--- config.mk ---
export PLATFORM = sky130hd
export DESIGN_NAME = running_sum_mean_stddev
export DESIGN_NICKNAME = d
export VERILOG_FILES = /design/src/hdl/rsms_pkg.sv /design/src/hdl/rsms_div.sv /design/src/hdl/rsms_dp.sv /design/src/hdl/rsms_ctrl.sv /design/src/hdl/running_sum_mean_stddev.sv
export VERILOG_INCLUDE_DIRS = /design/src /design/src/hdl
export SDC_FILE = /design/constraint.sdc
export NUM_CORES = 2
export LEC_CHECK = 0
export ABC_AREA = 1
export BUFFER_PORTS_ARGS = -buffer_cell sky130_fd_sc_hd__buf_4
export CAP_MARGIN = 40
export CORE_ASPECT_RATIO = 1.75
export CORE_MARGIN = 8
export CORE_UTILIZATION = 31
export CTS_BUF_LIST = sky130_fd_sc_hd__clkbuf_8
export DETAILED_ROUTE_END_ITERATION = 10
export HOLD_SLACK_MARGIN = 0.1
export PLACE_DENSITY_LB_ADDON = 0.25
export SETUP_SLACK_MARGIN = 0.2
export SYNTH_ARGS = -nofsm -noshare
export SYNTH_HDL_FRONTEND = slang
export SYNTH_SLANG_ARGS = --single-unit
--- constraint.sdc ---
create_clock -name clk -period 8.1 [get_ports clk]
set_input_delay 0.405 -clock clk [delete_from_list [all_inputs] [get_ports clk]]
set_output_delay 0.405 -clock clk [all_outputs]
set_load 0.05 [all_outputs]
--- src/hdl/running_sum_mean_stddev_macros.svh ---
// assertion macros shared by the running_sum_mean_stddev block
// no dependencies; taken in by the files that hold assertions
`ifndef RUNNING_SUM_MEAN_STDDEV_MACROS_SVH
`define RUNNING_SUM_MEAN_STDDEV_MACROS_SVH

// same-cycle implication, off while reset is asserted
`define RSMS_ASSERT_NOW(label, ck, rn, ante, cons, msg) \
    label: assert property (@(posedge ck) disable iff (!rn) (ante) |-> (cons)) \
        else $error(msg);

// next-cycle implication, off while reset is asserted
`define RSMS_ASSERT_NEXT(label, ck, rn, ante, cons, msg) \
    label: assert property (@(posedge ck) disable iff (!rn) (ante) |=> (cons)) \
        else $error(msg);

`endif

--- src/hdl/rsms_pkg.sv ---
// shared types, widths and helpers of the running_sum_mean_stddev block
// no dependencies; used by every module of the block
package rsms_pkg;

    localparam int SAMPLE_BITS  = 16;
    localparam int COUNT_BITS   = 24;
    localparam int SUM_BITS     = 40;
    localparam int SQ_BITS      = 56;
    localparam int MEAN_BITS    = 24;
    localparam int DEV_BITS     = 24;
    localparam int MEAN_FRAC    = 8;
    localparam int DEV_FRAC     = 16;
    localparam int PROD_BITS    = 80;
    localparam int MPLIER_BITS  = 40;
    localparam int DIV_NUM_BITS = 96;
    localparam int DIV_DEN_BITS = 48;
    localparam int ROOT_BITS    = 48;
    localparam int STEP_BITS    = 7;
    localparam int MUL_STEPS    = 40;
    localparam int DIV_STEPS    = 96;
    localparam int ROOT_STEPS   = 24;

    localparam logic [MEAN_BITS-1:0] MEAN_POS_LIMIT = {1'b0, {(MEAN_BITS-1){1'b1}}};
    localparam logic [MEAN_BITS-1:0] MEAN_NEG_LIMIT = {1'b1, {(MEAN_BITS-1){1'b0}}};
    localparam logic [ROOT_BITS-1:0] ROOT_TOP       = {2'b01, {(ROOT_BITS-2){1'b0}}};

    typedef struct packed {
        logic signed [SAMPLE_BITS-1:0] sample;
        logic                          is_null;
        logic                          end_of_group;
    } item_t;

    typedef struct packed {
        logic [COUNT_BITS-1:0]       sample_count;
        logic signed [SUM_BITS-1:0]  total;
        logic signed [MEAN_BITS-1:0] mean_q8;
        logic                        mean_valid;
        logic [DEV_BITS-1:0]         deviation_q8;
        logic                        deviation_valid;
        logic                        overflowed;
    } result_t;

    typedef enum logic [2:0] {
        ST_ACCUM,
        ST_LOAD,
        ST_RUN,
        ST_STORE,
        ST_FINISH
    } state_t;

    // finalize phases, run in this order
    typedef enum logic [2:0] {
        PH_NSQ,
        PH_SUMSQ,
        PH_DEN,
        PH_MEAN,
        PH_DEV,
        PH_ROOT
    } phase_t;

    typedef struct packed {
        logic   acc;
        logic   load;
        logic   step;
        logic   store;
        logic   finish;
        phase_t phase;
    } cmd_t;

    typedef struct packed {
        logic out_busy;
    } status_t;

    function automatic logic [STEP_BITS-1:0] phase_steps(input phase_t ph);
        logic [STEP_BITS-1:0] n;
        case (ph)
            PH_NSQ, PH_SUMSQ, PH_DEN: n = STEP_BITS'(MUL_STEPS);
            PH_MEAN, PH_DEV:          n = STEP_BITS'(DIV_STEPS);
            PH_ROOT:                  n = STEP_BITS'(ROOT_STEPS);
            default:                  n = STEP_BITS'(MUL_STEPS);
        endcase
        return n;
    endfunction

endpackage

--- src/hdl/rsms_div.sv ---
// restoring divider, one quotient bit per step
// depends on rsms_pkg for widths
module rsms_div (
    input  logic                               clk,
    input  logic                               load,
    input  logic                               step,
    input  logic [rsms_pkg::DIV_NUM_BITS-1:0]  num,
    input  logic [rsms_pkg::DIV_DEN_BITS-1:0]  den,
    output logic [rsms_pkg::DIV_NUM_BITS-1:0]  quot,
    output logic [rsms_pkg::DIV_DEN_BITS-1:0]  rem
);

    logic [rsms_pkg::DIV_NUM_BITS-1:0] num_reg, num_next;
    logic [rsms_pkg::DIV_DEN_BITS-1:0] rem_reg, rem_next;
    logic [rsms_pkg::DIV_DEN_BITS-1:0] den_reg;
    logic [rsms_pkg::DIV_DEN_BITS:0]   rem_sh;
    logic [rsms_pkg::DIV_DEN_BITS:0]   rem_sub;
    logic                              ge;

    // numerator shifts out at the top while quotient bits shift in at the bottom
    always_comb
    begin
        rem_sh   = {rem_reg, num_reg[rsms_pkg::DIV_NUM_BITS-1]};
        ge       = rem_sh >= {1'b0, den_reg};
        rem_sub  = rem_sh - {1'b0, den_reg};
        rem_next = ge ? rem_sub[rsms_pkg::DIV_DEN_BITS-1:0]
                      : rem_sh[rsms_pkg::DIV_DEN_BITS-1:0];
        num_next = {num_reg[rsms_pkg::DIV_NUM_BITS-2:0], ge};
    end

    always_ff @(posedge clk)
    begin
        if (load)
        begin
            num_reg <= num;
            rem_reg <= '0;
            den_reg <= den;
        end
        else if (step)
        begin
            num_reg <= num_next;
            rem_reg <= rem_next;
        end
    end

    assign quot = num_reg;
    assign rem  = rem_reg;

endmodule

--- src/hdl/rsms_dp.sv ---
// datapath: accumulators, shift-add multiplier, divider, square root, result register
// depends on rsms_pkg and rsms_div
module rsms_dp (
    input  logic              clk,
    input  logic              rst_n,
    input  rsms_pkg::cmd_t    cmd,
    input  rsms_pkg::item_t   item,
    output rsms_pkg::status_t status,
    output rsms_pkg::result_t result,
    output logic              result_valid,
    input  logic              result_ready
);

    localparam int CB = rsms_pkg::COUNT_BITS;
    localparam int SB = rsms_pkg::SUM_BITS;
    localparam int QB = rsms_pkg::SQ_BITS;
    localparam int PB = rsms_pkg::PROD_BITS;
    localparam int MB = rsms_pkg::MPLIER_BITS;
    localparam int NB = rsms_pkg::DIV_NUM_BITS;
    localparam int DB = rsms_pkg::DIV_DEN_BITS;
    localparam int RB = rsms_pkg::ROOT_BITS;
    localparam int AB = rsms_pkg::MEAN_BITS;
    localparam int VB = rsms_pkg::DEV_BITS;
    localparam int XB = rsms_pkg::SAMPLE_BITS;

    // accumulators
    logic [CB-1:0] cnt_reg, cnt_next;
    logic [SB-1:0] sum_reg, sum_next;
    logic [QB-1:0] sq_reg, sq_next;
    logic          ovf_reg, ovf_next;

    logic signed [2*XB-1:0] square_s;
    logic [SB-1:0]          sample_ext;
    logic [SB-1:0]          abs_sum;
    logic [CB-1:0]          cnt_m1;
    logic                   cnt_ge1;
    logic                   cnt_ge2;

    // multiplier
    logic [PB-1:0] mcand_reg, mcand_next;
    logic [MB-1:0] mplier_reg, mplier_next;
    logic [PB-1:0] prod_reg, prod_next;

    // finalize values
    logic [PB-1:0] a_reg;
    logic [PB-1:0] b_reg;
    logic [DB-1:0] d_reg;
    logic          a_gt_b_reg;
    logic [PB-1:0] diff;
    logic [AB-1:0] mean_reg, mean_val;
    logic          big_reg;
    logic [VB-1:0] dev_val;

    // divider hookup
    logic          is_div;
    logic [NB-1:0] div_num;
    logic [DB-1:0] div_den;
    logic [NB-1:0] div_quot;
    logic [DB-1:0] div_rem;
    logic [DB:0]   mag;

    // square root
    logic [RB-1:0] x_reg, x_next;
    logic [RB-1:0] res_reg, res_next;
    logic [RB-1:0] bit_reg;
    logic [RB:0]   trial;

    // output register
    rsms_pkg::result_t result_reg;
    logic              result_valid_reg, result_valid_next;

    assign square_s   = item.sample * item.sample;
    assign sample_ext = {{(SB-XB){item.sample[XB-1]}}, item.sample};
    assign abs_sum    = sum_reg[SB-1] ? (~sum_reg + SB'(1)) : sum_reg;
    assign cnt_m1     = cnt_reg - CB'(1);
    assign cnt_ge1    = cnt_reg != '0;
    assign cnt_ge2    = cnt_reg > CB'(1);
    assign diff       = a_reg - b_reg;

    always_comb
    begin
        cnt_next = cnt_reg;
        sum_next = sum_reg;
        sq_next  = sq_reg;
        ovf_next = ovf_reg;
        if (cmd.finish)
        begin
            cnt_next = '0;
            sum_next = '0;
            sq_next  = '0;
            ovf_next = 1'b0;
        end
        else if (cmd.acc && !item.is_null)
        begin
            // saturated count: the sample is dropped and flagged
            if (&cnt_reg)
            begin
                ovf_next = 1'b1;
            end
            else
            begin
                cnt_next = cnt_reg + CB'(1);
                sum_next = sum_reg + sample_ext;
                sq_next  = sq_reg + {{(QB-2*XB){1'b0}}, square_s};
            end
        end
    end

    always_ff @(posedge clk or negedge rst_n)
    begin
        if (!rst_n)
        begin
            cnt_reg          <= '0;
            sum_reg          <= '0;
            sq_reg           <= '0;
            ovf_reg          <= 1'b0;
            result_valid_reg <= 1'b0;
        end
        else
        begin
            cnt_reg          <= cnt_next;
            sum_reg          <= sum_next;
            sq_reg           <= sq_next;
            ovf_reg          <= ovf_next;
            result_valid_reg <= result_valid_next;
        end
    end

    // shift-add multiplier, one multiplier bit per step
    always_comb
    begin
        mcand_next  = mcand_reg;
        mplier_next = mplier_reg;
        prod_next   = prod_reg;
        if (cmd.load)
        begin
            prod_next = '0;
            case (cmd.phase)
                rsms_pkg::PH_NSQ:
                begin
                    mcand_next  = {{(PB-QB){1'b0}}, sq_reg};
                    mplier_next = {{(MB-CB){1'b0}}, cnt_reg};
                end
                rsms_pkg::PH_SUMSQ:
                begin
                    mcand_next  = {{(PB-SB){1'b0}}, abs_sum};
                    mplier_next = abs_sum;
                end
                rsms_pkg::PH_DEN:
                begin
                    mcand_next  = {{(PB-CB){1'b0}}, cnt_reg};
                    mplier_next = {{(MB-CB){1'b0}}, cnt_m1};
                end
                default:
                begin
                    mcand_next  = mcand_reg;
                    mplier_next = mplier_reg;
                end
            endcase
        end
        else if (cmd.step)
        begin
            if (mplier_reg[0])
            begin
                prod_next = prod_reg + mcand_reg;
            end
            mcand_next  = {mcand_reg[PB-2:0], 1'b0};
            mplier_next = {1'b0, mplier_reg[MB-1:1]};
        end
    end

    always_ff @(posedge clk)
    begin
        mcand_reg  <= mcand_next;
        mplier_reg <= mplier_next;
        prod_reg   <= prod_next;
    end

    assign is_div = (cmd.phase == rsms_pkg::PH_MEAN) || (cmd.phase == rsms_pkg::PH_DEV);

    always_comb
    begin
        if (cmd.phase == rsms_pkg::PH_MEAN)
        begin
            div_num = {{(NB-SB-rsms_pkg::MEAN_FRAC){1'b0}}, abs_sum,
                       {rsms_pkg::MEAN_FRAC{1'b0}}};
            div_den = {{(DB-CB){1'b0}}, cnt_reg};
        end
        else
        begin
            div_num = {diff, {rsms_pkg::DEV_FRAC{1'b0}}};
            div_den = d_reg;
        end
    end

    rsms_div u_div (
        .clk  (clk),
        .load (cmd.load && is_div),
        .step (cmd.step && is_div),
        .num  (div_num),
        .den  (div_den),
        .quot (div_quot),
        .rem  (div_rem)
    );

    // floored mean: a negative sum rounds its magnitude up
    always_comb
    begin
        mag      = {1'b0, div_quot[DB-1:0]} + {{DB{1'b0}}, |div_rem};
        mean_val = '0;
        if (cnt_ge1)
        begin
            if (!sum_reg[SB-1])
            begin
                mean_val = (div_quot[DB-1:0] > {{(DB-AB){1'b0}}, rsms_pkg::MEAN_POS_LIMIT})
                           ? rsms_pkg::MEAN_POS_LIMIT : div_quot[AB-1:0];
            end
            else
            begin
                mean_val = (mag > {{(DB+1-AB){1'b0}}, rsms_pkg::MEAN_NEG_LIMIT})
                           ? rsms_pkg::MEAN_NEG_LIMIT : (~mag[AB-1:0]) + AB'(1);
            end
        end
    end

    // digit-by-digit square root, one result bit per step
    always_comb
    begin
        trial    = {1'b0, res_reg} + {1'b0, bit_reg};
        x_next   = x_reg;
        res_next = {1'b0, res_reg[RB-1:1]};
        if ({1'b0, x_reg} >= trial)
        begin
            x_next   = x_reg - trial[RB-1:0];
            res_next = {1'b0, res_reg[RB-1:1]} + bit_reg;
        end
    end

    always_comb
    begin
        dev_val = '0;
        if (cnt_ge2 && a_gt_b_reg)
        begin
            dev_val = big_reg ? '1 : res_reg[VB-1:0];
        end
    end

    always_ff @(posedge clk)
    begin
        if (cmd.store)
        begin
            case (cmd.phase)
                rsms_pkg::PH_NSQ:   a_reg <= prod_reg;
                rsms_pkg::PH_SUMSQ: b_reg <= prod_reg;
                rsms_pkg::PH_DEN:   d_reg <= prod_reg[DB-1:0];
                rsms_pkg::PH_MEAN:  mean_reg <= mean_val;
                rsms_pkg::PH_DEV:
                begin
                    x_reg   <= div_quot[RB-1:0];
                    big_reg <= |div_quot[NB-1:RB];
                end
                default:
                begin
                end
            endcase
        end
        if (cmd.load && (cmd.phase == rsms_pkg::PH_DEV))
        begin
            a_gt_b_reg <= a_reg > b_reg;
        end
        if (cmd.load && (cmd.phase == rsms_pkg::PH_ROOT))
        begin
            res_reg <= '0;
            bit_reg <= rsms_pkg::ROOT_TOP;
        end
        else if (cmd.step && (cmd.phase == rsms_pkg::PH_ROOT))
        begin
            x_reg   <= x_next;
            res_reg <= res_next;
            bit_reg <= {2'b00, bit_reg[RB-1:2]};
        end
        if (cmd.finish)
        begin
            result_reg.sample_count    <= cnt_reg;
            result_reg.total           <= sum_reg;
            result_reg.mean_q8         <= mean_reg;
            result_reg.mean_valid      <= cnt_ge1;
            result_reg.deviation_q8    <= dev_val;
            result_reg.deviation_valid <= cnt_ge2;
            result_reg.overflowed      <= ovf_reg;
        end
    end

    always_comb
    begin
        result_valid_next = result_valid_reg;
        if (cmd.finish)
        begin
            result_valid_next = 1'b1;
        end
        else if (result_ready)
        begin
            result_valid_next = 1'b0;
        end
    end

    assign status.out_busy = result_valid_reg;
    assign result          = result_reg;
    assign result_valid    = result_valid_reg;

endmodule

--- src/hdl/rsms_ctrl.sv ---
// controller: accumulate state and the finalize sequencer
// depends on rsms_pkg for state, phase and command types
module rsms_ctrl (
    input  logic              clk,
    input  logic              rst_n,
    input  logic              item_valid,
    input  logic              end_of_group,
    output logic              item_ready,
    output rsms_pkg::cmd_t    cmd,
    input  rsms_pkg::status_t status
);

    rsms_pkg::state_t state_reg, state_next;
    rsms_pkg::phase_t phase_reg, phase_next;
    logic [rsms_pkg::STEP_BITS-1:0] step_reg, step_next;

    always_ff @(posedge clk or negedge rst_n)
    begin
        if (!rst_n)
        begin
            state_reg <= rsms_pkg::ST_ACCUM;
            phase_reg <= rsms_pkg::PH_NSQ;
            step_reg  <= '0;
        end
        else
        begin
            state_reg <= state_next;
            phase_reg <= phase_next;
            step_reg  <= step_next;
        end
    end

    always_comb
    begin
        state_next = state_reg;
        phase_next = phase_reg;
        step_next  = step_reg;
        item_ready = 1'b0;
        cmd        = '{acc: 1'b0, load: 1'b0, step: 1'b0, store: 1'b0,
                       finish: 1'b0, phase: phase_reg};
        case (state_reg)
            rsms_pkg::ST_ACCUM:
            begin
                item_ready = 1'b1;
                cmd.acc    = item_valid;
                if (item_valid && end_of_group)
                begin
                    state_next = rsms_pkg::ST_LOAD;
                    phase_next = rsms_pkg::PH_NSQ;
                end
            end
            rsms_pkg::ST_LOAD:
            begin
                cmd.load   = 1'b1;
                step_next  = '0;
                state_next = rsms_pkg::ST_RUN;
            end
            rsms_pkg::ST_RUN:
            begin
                cmd.step  = 1'b1;
                step_next = step_reg + rsms_pkg::STEP_BITS'(1);
                if (step_reg == rsms_pkg::phase_steps(phase_reg) - rsms_pkg::STEP_BITS'(1))
                begin
                    state_next = rsms_pkg::ST_STORE;
                end
            end
            rsms_pkg::ST_STORE:
            begin
                cmd.store  = 1'b1;
                state_next = rsms_pkg::ST_LOAD;
                case (phase_reg)
                    rsms_pkg::PH_NSQ:   phase_next = rsms_pkg::PH_SUMSQ;
                    rsms_pkg::PH_SUMSQ: phase_next = rsms_pkg::PH_DEN;
                    rsms_pkg::PH_DEN:   phase_next = rsms_pkg::PH_MEAN;
                    rsms_pkg::PH_MEAN:  phase_next = rsms_pkg::PH_DEV;
                    rsms_pkg::PH_DEV:   phase_next = rsms_pkg::PH_ROOT;
                    default:            state_next = rsms_pkg::ST_FINISH;
                endcase
            end
            rsms_pkg::ST_FINISH:
            begin
                // wait for the result register to drain
                if (!status.out_busy)
                begin
                    cmd.finish = 1'b1;
                    state_next = rsms_pkg::ST_ACCUM;
                end
            end
            default:
            begin
                state_next = rsms_pkg::ST_ACCUM;
            end
        endcase
    end

endmodule

--- src/hdl/running_sum_mean_stddev.sv ---
// top level of the group statistics block: count, sum, mean and sample deviation
// depends on rsms_pkg, rsms_ctrl, rsms_dp and the assertion macro header
//
//  channel  | handshake                   | word
//  ---------+-----------------------------+---------------------------
//  item     | item_valid / item_ready     | item   (rsms_pkg::item_t)
//  result   | result_valid / result_ready | result (rsms_pkg::result_t)
//
// one word per cycle while accumulating; an end_of_group word drops item_ready
// through finalize: three 40-step shift-add multiplies, two 96-step divides
// and a 24-step square root, each with a load and a store state, plus one finish
// finish waits while the previous result is still held in the result register
// reset clears the accumulators and the result valid; no clearing pass
`include "running_sum_mean_stddev_macros.svh"

module running_sum_mean_stddev (
    input  logic              clk,
    input  logic              rst_n,
    input  logic              item_valid,
    output logic              item_ready,
    input  rsms_pkg::item_t   item,
    output logic              result_valid,
    input  logic              result_ready,
    output rsms_pkg::result_t result
);

    rsms_pkg::cmd_t    cmd;
    rsms_pkg::status_t status;

    rsms_ctrl u_ctrl (
        .clk          (clk),
        .rst_n        (rst_n),
        .item_valid   (item_valid),
        .end_of_group (item.end_of_group),
        .item_ready   (item_ready),
        .cmd          (cmd),
        .status       (status)
    );

    rsms_dp u_dp (
        .clk          (clk),
        .rst_n        (rst_n),
        .cmd          (cmd),
        .item         (item),
        .status       (status),
        .result       (result),
        .result_valid (result_valid),
        .result_ready (result_ready)
    );

    `RSMS_ASSERT_NEXT(a_eog_starts_finalize, clk, rst_n, item_valid && item_ready && item.end_of_group, !item_ready, "end of group did not stop intake")
    `RSMS_ASSERT_NOW(a_result_from_finalize, clk, rst_n, $rose(result_valid), !$past(item_ready), "result appeared outside finalize")
    `RSMS_ASSERT_NOW(a_dev_needs_two, clk, rst_n, result_valid && result.deviation_valid, result.mean_valid && (result.sample_count > rsms_pkg::COUNT_BITS'(1)), "deviation valid with fewer than two samples")
    `RSMS_ASSERT_NOW(a_empty_group, clk, rst_n, result_valid && !result.mean_valid, (result.sample_count == '0) && (result.mean_q8 == '0) && !result.deviation_valid, "empty group result not cleared")

endmodule
==> impl_metrics.toml <==
[global_route]
grt_pass1_vias = 80241
grt_max_degree = 101
grt_pass1_wl_microns = 521000
grt_usage = 0.249
antenna_found_initial = 15
grt_overflow = 0

[timing]
grt_setup_unrepaired = "false"
timing.fmax_ghz = 0.134
setup_ws_ns = 0.660
fin_crit_sh = 0.919
hold_violations = 0
period_needed_ns = 7.44
fin_setup_tns_ns = 0
skew_ns = 0.135
relSlewSlack = 0.377
setup_viol = 0
drv_slew = 0
worst_pin_slew_ns = 0.927

[setup_path]
cp-end-kind = "flop"
cp.buffers_inverters = 10
critPathMaxStageDelay_ns = 0.57
critPathTopFamily = "adder cells"
required_ns = 8.95
cp_slowest_cell = "fa_1"
arrival_ns = 8.29
worstSetupPathType = "in -> reg"
worstSetupStartpointType = "input pin"
crit_fanout = 9

[detailed_routing]
drt_iter0_drc = 5184
wl_per_cell_microns = 23.8
route.detailed.drc = 0
drtAntennaViolNets = 0
routed_via_density = 5.15
firstDrtPassIters = 7
num_vias = 78132
wirelength_microns = 361000

[finish]
finalNetCount = 12233
final_area_sq_mm = 0.0913
drive_above_1_share = 0.0623
syn_to_final_growth_pct = 12.0
largest_reg_flops = 115

[yosys]
synth_fp_nets = 11984
yosys_register_bits = 996
synthCells = 11246
synth-main-ff-cell = "edfxtp_1"
yosys_warnings = 0
avgSynthCellArea_sq_um = 7.25
synthArstFlopShare = 0.136
yosysSeqAreaShare = 0.334
synth_cell_type_count = 67
syn_area_sq_mm = 0.0815
synth_edf_count = 661

[min_path]
hold_class = "in -> reg"

[clock_network]
ctsRootBufferMaster = "clkbuf_8"
clkSinkCount = 996
h-tree-depth = 4
cts_tree = "built"
cts_buffers = 173
clock_path_buffers = 4
clock_latency_ns = 1.00
clkTransAtPathRegs_ns = 0.07
post_cts_buffers = 0

[placement]
dp_hpwl_microns = 297000
place_worst_setup_slack_ns = 0.0260
placed_area_sq_mm = 0.0875
portBuffers = 138
gp_congestion = 1.06

[floorplan]
dieArea_sq_mm = 0.280
fp-row-count = 249
start_util = 0.311
die_w_microns = 404
die_h_microns = 694
core-area_sq_mm = 0.262
boundaryPins = 139

[run]
drv_cap = 0

[run_status]
outcome = "finished clean"
-- area by class of cell --
type	count	area, sq um
inverter	1901	7150
multi-input combinational	8083	46200
fill	28877	171000
clock inverter	122	930
timing repair buffer	340	2690
tap	3514	4400
sequential	996	27200
antenna	26	65.1
clock buffer	188	2590
-- metal layers --
layer | up-vias | track usage | wire length, microns
met5 | - | 0 | 20
met4 | 4 | 0.217 | 38400
met3 | 1120 | 0.0318 | 14500
met2 | 2345 | 0.472 | 189000
met1 | 37106 | 0.233 | 119000
li1 | 37557 | - | -
-- path summary, 6_finish.rpt --
path                                 endpoint  depth (start not counted)  slack [ns]              start
hold reg to reg               u_dp.result[38]                          0        0.41  u_dp.mean_reg[11]
setup reg to reg            u_dp.prod_reg[62]                         18        2.19   u_dp.prod_reg[0]
setup / recovery              u_dp.sq_reg[43]                         36        0.66            item[9]
min in group asynchronous     u_dp.sum_reg[0]                          4        0.61              rst_n
hold / removal               u_dp.cnt_reg[17]                          5        0.14         item_valid
max in group asynchronous  u_ctrl.step_reg[0]                          5        6.05              rst_n
-- kinds of logic after synthesis --
group | share of synthesized area
DFF | 0.334
buffers and inverters | 0.101
adders and majority gates | 0.132
and+or+nand+nor | 0.244
AOI/OAI and AO/OA | 0.156
xor gates and xnor gates | 0.0328
-- synthesized netlist by cell type (200+ instances only) --
| cell | instances | area, sq um |
|---|---|---|
| clkbuf_1 | 214 | 803 |
| edfxtp_1 | 661 | 19800 |
| nand2_1 | 2277 | 8550 |
| fa_1 | 243 | 4860 |
| xor2_1 | 222 | 1940 |
| a21oi_1 | 859 | 4300 |
| o21ai_0 | 859 | 4300 |
| nand3_1 | 555 | 2780 |
| dfxtp_1 | 200 | 4000 |
| inv_1 | 1888 | 7090 |
| nor2_1 | 1448 | 5440 |
| ha_1 | 473 | 5920 |
-- worst reg2reg max path, stage by stage, from the launching register on --
cell	delay, ns
dfxtp_1	0.46
ha_1	0.63
inv_1	0.27
fa_1	0.57
inv_1	0.48
nand3_1	0.13
nand2_1	0.45
nand2_1	0.10
nand2_1	0.45
nand3_1	0.13
nand2_1	0.38
a21boi_0	0.16
buf_4	0.20
o21ai_0	0.59
nand3_1	0.34
nand3_1	0.16
nand3_1	0.09
nand2_1	0.09
inv_1	0.03
-- metrics by stage --
| stage | util | cells | hold WS (ns) |
|---|---|---|---|
| after floorplan | - | 11246 | 0.109 |
| after global placement | 0.332 | 14790 | 0.407 |
| after detailed placement | 0.334 | 14822 | 0.405 |
| after CTS | 0.347 | 15140 | 0.101 |
| after global routing | 0.348 | 15168 | 0.157 |
| final | 0.348 | 15170 | 0.141 |
-- layout by cell type (no fill, tap or decap), types with 18 or more instances in the layout --
| master | instances |
|---|---|
| clkinv_1 | 26 |
| nand3_1 | 552 |
| inv_1 | 1939 |
| xnor2_1 | 81 |
| nor3_1 | 151 |
| clkbuf_8 | 188 |
| fa_1 | 243 |
| o21bai_1 | 78 |
| a21o_1 | 60 |
| buf_4 | 304 |
| nor2_1 | 1436 |
| dfxtp_1 | 200 |
| o22ai_1 | 49 |
| a21oi_2 | 22 |
| clkinv_2 | 18 |
| xor2_1 | 222 |
| edfxtp_1 | 661 |
| nand3_2 | 27 |
| o21a_1 | 36 |
| a21oi_1 | 858 |
| diode_2 | 26 |
| o21ai_1 | 31 |
| dfrtp_1 | 134 |
| nor2_2 | 24 |
| o31ai_1 | 39 |
| o211ai_1 | 77 |
| o21ai_0 | 837 |
| a31oi_1 | 81 |
| a21boi_0 | 36 |
| ha_1 | 473 |
| nand4_1 | 159 |
| nor4_1 | 66 |
| nand2_1 | 2274 |
| or2_2 | 31 |
-- timing repair --
| item | in CTS | in global routing |
|---|---|---|
| hold endpoints to repair | 83 | 0 |
| resized for setup | 0 | 5 |
| hold buffers | 8 | 0 |
| endpoints found under the setup margin | 0 | 7 |
Power is not shown: default switching activity piles up to over one toggle a cycle in this logic, so the estimate is an artifact.
